<file path="src/hdl/tarc_pkg.sv">
// Shared types and constants for the tremor actuator ramp controller.
// No dependencies; imported by tremor_actuator_ramp_controller_top.
package tarc_pkg;

  localparam int unsigned WORD_W  = 16;
  localparam int unsigned FLAGS_W = 3;
  localparam int unsigned CFG_INDEX_W = 2;

  typedef logic [WORD_W-1:0]      word_t;
  typedef logic [FLAGS_W-1:0]     flags_t;
  typedef logic [CFG_INDEX_W-1:0] cfg_index_t;

  // Configuration register map
  typedef enum logic [CFG_INDEX_W-1:0] {
    CFG_DUTY_MAX   = 2'd0,
    CFG_DUTY_MIN   = 2'd1,
    CFG_HOLD_LIMIT = 2'd2,
    CFG_RAMP_DIV   = 2'd3
  } cfg_reg_t;

  // Item kinds
  localparam logic OP_BUTTON = 1'b0;
  localparam logic OP_TICK   = 1'b1;

  localparam flags_t FULL_DETECT = 3'b111;
  localparam word_t  HOLD_MAX    = 16'hFFFF;

  // Reset values
  localparam word_t DUTY_MAX_RST   = 16'd1030;
  localparam word_t DUTY_MIN_RST   = 16'd980;
  localparam word_t HOLD_LIMIT_RST = 16'd15000;
  localparam word_t RAMP_DIV_RST   = 16'd10;

  // One result beat
  typedef struct packed {
    logic  actuator_on;
    word_t duty;
    word_t hold_count;
  } result_t;

endpackage

</file>
<file path="src/hdl/tremor_actuator_ramp_controller_top.sv">
// Tremor actuator ramp controller: on/off decision, hold timer and PWM duty ramp.
// Depends on tarc_pkg (types, register map, reset constants).
//
// Usage:
//   Item channel (item_valid / item_stall): each beat is either a button
//   sample (opcode OP_BUTTON, button_level) or a control tick (opcode OP_TICK,
//   tremor_flags). A button sample produces no result; a rising edge of the
//   button level arms a toggle request for the next tick.
//   Result channel (result_valid / result_stall): one beat per tick carrying
//   actuator_on, duty and hold_count as they stand after that tick.
//   Config channel (cfg_valid / cfg_ready): cfg_index selects duty_max,
//   duty_min, hold_limit or ramp_div; cfg_ready is always high. Write only
//   while no tick is in flight.
// Timing:
//   A tick's result goes to the output register, or to the skid entry if the
//   receiver stalls. One item per cycle while item_stall is low; state updates
//   in a single registered pass, so back-to-back ticks see each other's results.
// Stall behavior:
//   The output register is backed by a one-entry skid register. While the
//   receiver stalls, one more result can be absorbed; item_stall rises only
//   once the skid entry is occupied, and drops as soon as it drains.
// Reset (rst, synchronous, active high): config returns to its defaults,
//   actuator off, counters zero, duty 980, button seen as high, no toggle.
module tremor_actuator_ramp_controller_top (
  input  logic                 clk,
  input  logic                 rst,
  // item channel
  input  logic                 item_valid,
  output logic                 item_stall,
  input  logic                 opcode,
  input  logic                 button_level,
  input  tarc_pkg::flags_t     tremor_flags,
  // result channel
  output logic                 result_valid,
  input  logic                 result_stall,
  output logic                 actuator_on,
  output tarc_pkg::word_t      duty,
  output tarc_pkg::word_t      hold_count,
  // config channel
  input  logic                 cfg_valid,
  output logic                 cfg_ready,
  input  tarc_pkg::cfg_index_t cfg_index,
  input  tarc_pkg::word_t      cfg_data
);
  import tarc_pkg::*;

  // Config registers
  word_t duty_max, duty_min, hold_limit, ramp_div;

  // Control state
  logic  on_state;
  word_t hold_counter;
  word_t ramp_counter;
  word_t duty_value;
  logic  button_previous;
  logic  toggle_pending;

  // Next values for one tick
  logic  on_state_next;
  word_t hold_counter_next;
  word_t ramp_counter_next;
  word_t duty_value_next;
  word_t ramp_inc;
  logic  full;
  logic  ramp_step;

  // Output stage and skid entry
  result_t out_reg;
  result_t skid_reg;
  logic    skid_valid;
  result_t res_new;

  logic item_accept;
  logic tick_accept;
  logic button_accept;
  logic out_free;

  assign cfg_ready     = 1'b1;
  assign item_stall    = skid_valid;
  assign item_accept   = item_valid && !item_stall;
  assign tick_accept   = item_accept && (opcode == OP_TICK);
  assign button_accept = item_accept && (opcode == OP_BUTTON);
  assign out_free      = !result_valid || !result_stall;

  assign actuator_on = out_reg.actuator_on;
  assign duty        = out_reg.duty;
  assign hold_count  = out_reg.hold_count;

  // Configuration writes
  always_ff @(posedge clk) begin
    if (rst) begin
      duty_max   <= DUTY_MAX_RST;
      duty_min   <= DUTY_MIN_RST;
      hold_limit <= HOLD_LIMIT_RST;
      ramp_div   <= RAMP_DIV_RST;
    end else if (cfg_valid && cfg_ready) begin
      unique case (cfg_reg_t'(cfg_index))
        CFG_DUTY_MAX:   duty_max   <= cfg_data;
        CFG_DUTY_MIN:   duty_min   <= cfg_data;
        CFG_HOLD_LIMIT: hold_limit <= cfg_data;
        CFG_RAMP_DIV:   ramp_div   <= cfg_data;
        default:        ;
      endcase
    end
  end

  // Tick update: on/off decision uses the hold count from before the tick.
  always_comb begin
    full = (tremor_flags & FULL_DETECT) == FULL_DETECT;

    if (full || (toggle_pending && !on_state)) begin
      on_state_next = 1'b1;
    end else if ((hold_counter >= hold_limit) || (toggle_pending && on_state)) begin
      on_state_next = 1'b0;
    end else begin
      on_state_next = on_state;
    end

    if (on_state_next && !full) begin
      hold_counter_next = (hold_counter == HOLD_MAX) ? hold_counter
                                                     : hold_counter + 16'd1;
    end else begin
      hold_counter_next = '0;
    end

    // Divider of zero falls out naturally: the counter wraps before matching.
    ramp_inc  = ramp_counter + 16'd1;
    ramp_step = (ramp_inc == ramp_div);

    duty_value_next   = duty_value;
    ramp_counter_next = ramp_inc;
    if (ramp_step) begin
      ramp_counter_next = '0;
      if (on_state_next && (duty_value < duty_max)) begin
        duty_value_next = duty_value + 16'd1;
      end else if (!on_state_next && (duty_value > duty_min)) begin
        duty_value_next = duty_value - 16'd1;
      end
    end

    res_new.actuator_on = on_state_next;
    res_new.duty        = duty_value_next;
    res_new.hold_count  = hold_counter_next;
  end

  always_ff @(posedge clk) begin
    if (rst) begin
      on_state        <= 1'b0;
      hold_counter    <= '0;
      ramp_counter    <= '0;
      duty_value      <= DUTY_MIN_RST;
      button_previous <= 1'b1;
      toggle_pending  <= 1'b0;
    end else if (tick_accept) begin
      on_state       <= on_state_next;
      hold_counter   <= hold_counter_next;
      ramp_counter   <= ramp_counter_next;
      duty_value     <= duty_value_next;
      toggle_pending <= 1'b0;
    end else if (button_accept) begin
      if (button_level && !button_previous) begin
        toggle_pending <= 1'b1;
      end
      button_previous <= button_level;
    end
  end

  // Output register with skid entry
  always_ff @(posedge clk) begin
    if (rst) begin
      result_valid <= 1'b0;
      skid_valid   <= 1'b0;
    end else if (skid_valid) begin
      if (out_free) begin
        result_valid <= 1'b1;
        skid_valid   <= 1'b0;
      end
    end else if (tick_accept) begin
      if (out_free) begin
        result_valid <= 1'b1;
      end else begin
        skid_valid <= 1'b1;
      end
    end else if (out_free) begin
      result_valid <= 1'b0;
    end
  end

  always_ff @(posedge clk) begin
    if (skid_valid) begin
      if (out_free) begin
        out_reg <= skid_reg;
      end
    end else if (tick_accept) begin
      if (out_free) begin
        out_reg <= res_new;
      end else begin
        skid_reg <= res_new;
      end
    end
  end

`ifndef ASSERT_OFF
  // Skid entry is only ever filled behind a held output beat.
  a_skid_behind_out: assert property (@(posedge clk) disable iff (rst)
    skid_valid |-> result_valid)
    else $error("skid entry valid without output beat");

  // A tick taken with free output appears at the output next cycle.
  a_tick_to_out: assert property (@(posedge clk) disable iff (rst)
    (tick_accept && out_free) |=> (result_valid && (out_reg == $past(res_new))))
    else $error("tick result not presented");

  // Hold time only accumulates while the actuator is on.
  a_hold_only_on: assert property (@(posedge clk) disable iff (rst)
    !on_state |-> (hold_counter == '0))
    else $error("hold counter running while off");
`endif

endmodule

</file>
<file path="config.mk">
export PLATFORM = sky130hd
export DESIGN_NAME = tremor_actuator_ramp_controller_top
export DESIGN_NICKNAME = d
export VERILOG_FILES = /design/src/hdl/tarc_pkg.sv /design/src/hdl/tremor_actuator_ramp_controller_top.sv
export SDC_FILE = /design/constraint.sdc
export NUM_CORES = 1
export LEC_CHECK = 0
export BUFFER_PORTS_ARGS = -buffer_cell sky130_fd_sc_hd__buf_2
export CAP_MARGIN = 30
export CORE_MARGIN = 2
export CORE_UTILIZATION = 51
export CTS_BUF_LIST = sky130_fd_sc_hd__clkbuf_8
export DETAILED_ROUTE_END_ITERATION = 16
export GPL_ROUTABILITY_DRIVEN = 0
export MAX_ROUTING_LAYER = met4
export PLACE_DENSITY = 0.72
export SYNTH_ARGS = -nofsm -noshare
export SYNTH_HDL_FRONTEND = slang
export SYNTH_SLANG_ARGS = --single-unit
export TNS_END_PERCENT = 5
</file>
<file path="constraint.sdc">
create_clock -name clk -period 5.5 [get_ports clk]
set_clock_uncertainty 0.1 [all_clocks]
set_input_delay 0.55 -clock clk [delete_from_list [all_inputs] [get_ports clk]]
set_output_delay 0.55 -clock clk [all_outputs]
set_load 0.1 [all_outputs]
</file>
==> flow_summary.ini <==
[setup_path]
endpoint_kind = flop
critPathArrivalTime_ns = 4.27
worstSetupStartpointType = flop
worstPathRequired_ns = 5.63
crit_fanout = 14
crit_type = flop to flop

[clock_network]
cts.sinks = 183
tritoncts = done
cts-resized-gates = 0
htreeDepth = 4
clockRootBuffer = clkbuf_8
clock_latency_ns = 0.47
cts_buffers = 17
clk_path_buf_depth = 2
path_clk_slew_ns = 0.09
cts_hold_buf = 0
post_cts_buffers = 0

[die]
initial_core_util_pct = 51.7
core_area_sq_um = 18600
die_y_um = 141
io_pins = 64
die_w_um = 141
die_area_sq_um = 20000
fp-row-count = 50

[yosys]
synthFlopType = dfxtp_1
netlist_instances = 1086
yosysWarnings = 0
syn-cell-area_sq_um = 9640
yosys-top-cells-count = nand2_1 (168), dfxtp_1 (117), a21oi_1 (89), inv_1 (74), edfxtp_1 (66)
synth_enable_flop_cells = 66
post-synth-top-count-cell = nand2_1
synthTopCellsByArea = dfxtp_1 (24%), edfxtp_1 (21%), ha_1 (6.6%), nand2_1 (6.5%), a21oi_1 (4.6%)
synth.distinct_cells = 69
yosysSeqAreaShare_pct = 44.9
ys_ff_latch = 183
avgSynthCellArea_sq_um = 8.88
synth_async_sr_flop_share_pct = 0
synth.top_cell.area_share_pct = 24.3
yosys.area.top_type = dfxtp_1
syn_nets = 1165

[route]
vias = 7815
wire_per_inst_um = 16.3
drtIter0Drc = 535
post_drt_via_cell_ratio = 5.70
first_pass_iters = 6
detail-route-antenna-nets = 0
routed_wl_mm = 22.3
drc = 0

[global_route]
grt_max_degree = 91
grtUsageTotal_pct = 23.8
grt_antenna_before_repair = 0
grt_pass1_wl_mm = 36.8
first_global_vias = 7211
grt-ovfl-total = 0

[sta]
fmax_ghz = 0.241
final.setup.tns_ns = 0
layout_min_cycle_time_ns = 4.15
drv_slew = 0
finalSetupViolCount = 0
whs_ns = 0.191
rsz0062_at_grt = false
setup_ws_ns = 1.35
relSlewSlack_pct = 38.1
worst_slew_pin_slew_ns = 0.929
fin_crit_sh_pct = 75.4
timing.final.hold_violations = 0

[final_layout]
largest_reg_flops = 33
num_antenna_cells = 0
fin_cells = 1371
area_growth_pct = 8.67
post_route_cells_drive_above_1_share_pct = 12.3
nets = 1203

[placement]
dp.cells = 1339
io_buffers = 62
dp_hpwl_mm = 16.0
preCtsSetupSlack_ns = 1.36

[worst_hold_path]
hold_path_class = input port to flop

[power]
p_leak_nw = 3.93
power_density_nw_per_um2 = 240
peakVddDrop_mv = 0.170
finalPower_w = 0.00251

[flow_run]
drv_cap = 0

[run_status]
status = complete, no violations
[worst max-delay path: stages, from the launching register on]
cell and delay [ns]:
dfxtp_1 0.47, nand4_1 0.46, nor4_1 0.65, xnor2_1 0.20, nand4_1 0.16, nor4_4 0.83
o21ai_1 0.38, mux2_2 0.38, mux2_2 0.26
[per-layer routing]
| layer | vias up | global-route usage (%) | wire length (um) | part of all wire (%) |
|---|---|---|---|---|
| met4 | 0 | 6.05 | 324 | 1.5 |
| li1 | 3908 | - | - | - |
| met5 | - | - | 0 | 0 |
| met2 | 237 | 35.2 | 9810 | 44 |
| met3 | 25 | 4.08 | 1240 | 5.6 |
| met1 | 3645 | 34.0 | 10900 | 49 |
[path summary, 6_finish.rpt]
check / start / to / slack [ns] / depth (start not counted)
worst max-delay path: ramp_counter[4] / duty[1] / 1.35 / 8
worst min-delay path: button_level / button_previous / 0.19 / 2
worst max register to register: ramp_counter[4] / duty[1] / 1.35 / 8
worst min register to register: hold_limit[6] / hold_limit[6] / 0.36 / 2
[power by group]
group	internal [W]	switching [W]	leakage, nW
sequential	0.00143	0.0000148	1.52
combinational	0.0000750	0.000203	2.24
clock	0.000304	0.000486	0.167
[cells in the final DEF (no fill, tap or decap), types with 4 or more instances in the layout]
| master | synthesis | layout |
|---|---|---|
| a211o_1 | 12 | 12 |
| a21o_1 | 5 | 5 |
| a21oi_1 | 89 | 88 |
| a31oi_1 | 8 | 8 |
| and3_1 | 13 | 13 |
| and4_1 | 7 | 7 |
| buf_2 | 10 | 62 |
| buf_4 | 2 | 12 |
| clkbuf_8 | 0 | 17 |
| clkinv_1 | 1 | 5 |
| dfxtp_1 | 117 | 117 |
| edfxtp_1 | 66 | 66 |
| ha_1 | 51 | 51 |
| inv_1 | 74 | 77 |
| mux2_2 | 14 | 14 |
| mux2i_1 | 9 | 9 |
| nand2_1 | 168 | 168 |
| nand2b_1 | 6 | 6 |
| nand3_1 | 36 | 36 |
| nand3b_1 | 19 | 19 |
| nand4_1 | 18 | 18 |
| nor2_1 | 56 | 55 |
| nor2b_1 | 9 | 9 |
| nor3_1 | 25 | 24 |
| nor4_1 | 19 | 19 |
| o211ai_1 | 8 | 8 |
| o21a_1 | 5 | 5 |
| o21ai_0 | 61 | 61 |
| o21ai_1 | 4 | 4 |
| o31ai_1 | 7 | 7 |
| or2_2 | 7 | 7 |
| or3_1 | 15 | 15 |
| or4_1 | 6 | 6 |
| xnor2_1 | 35 | 35 |
| xor2_1 | 15 | 15 |
[logic make-up (layout without fill, tap and decap cells)]
| family | Yosys count | count (layout) | share of synthesized area [%] |
|---|---|---|---|
| buffers and inverters | 132 | 183 | 5.44 |
| multiplexers | 23 | 23 | 2.57 |
| AND/OR/NAND/NOR | 420 | 420 | 21.8 |
| adder cells (fa/ha/maj) | 51 | 51 | 6.62 |
| other | 1 | 1 | 0.0389 |
| XOR/XNOR | 50 | 50 | 4.54 |
| flip-flops | 183 | 183 | 44.9 |
| AO/OA/AOI/OAI | 226 | 226 | 14.1 |
[through the flow]
stage                     util, %  instance area, sq um
after detailed placement     54.5                 10200
after global placement       54.2                 10100
final                        56.2                 10500
after floorplan                 -                  9640
after CTS                    56.2                 10500
after global routing         56.2                 10500
[final cells by class]
cell class | count | area [sq um]
timing repair buffer | 76 | 439
tap | 234 | 293
sequential | 183 | 4320
fill | 1712 | 8170
clock buffer | 17 | 234
multi-input combinational | 771 | 4820
clock inverter | 15 | 88.8
inverter | 75 | 282
Note: power is estimated with default switching activity, not from simulation.
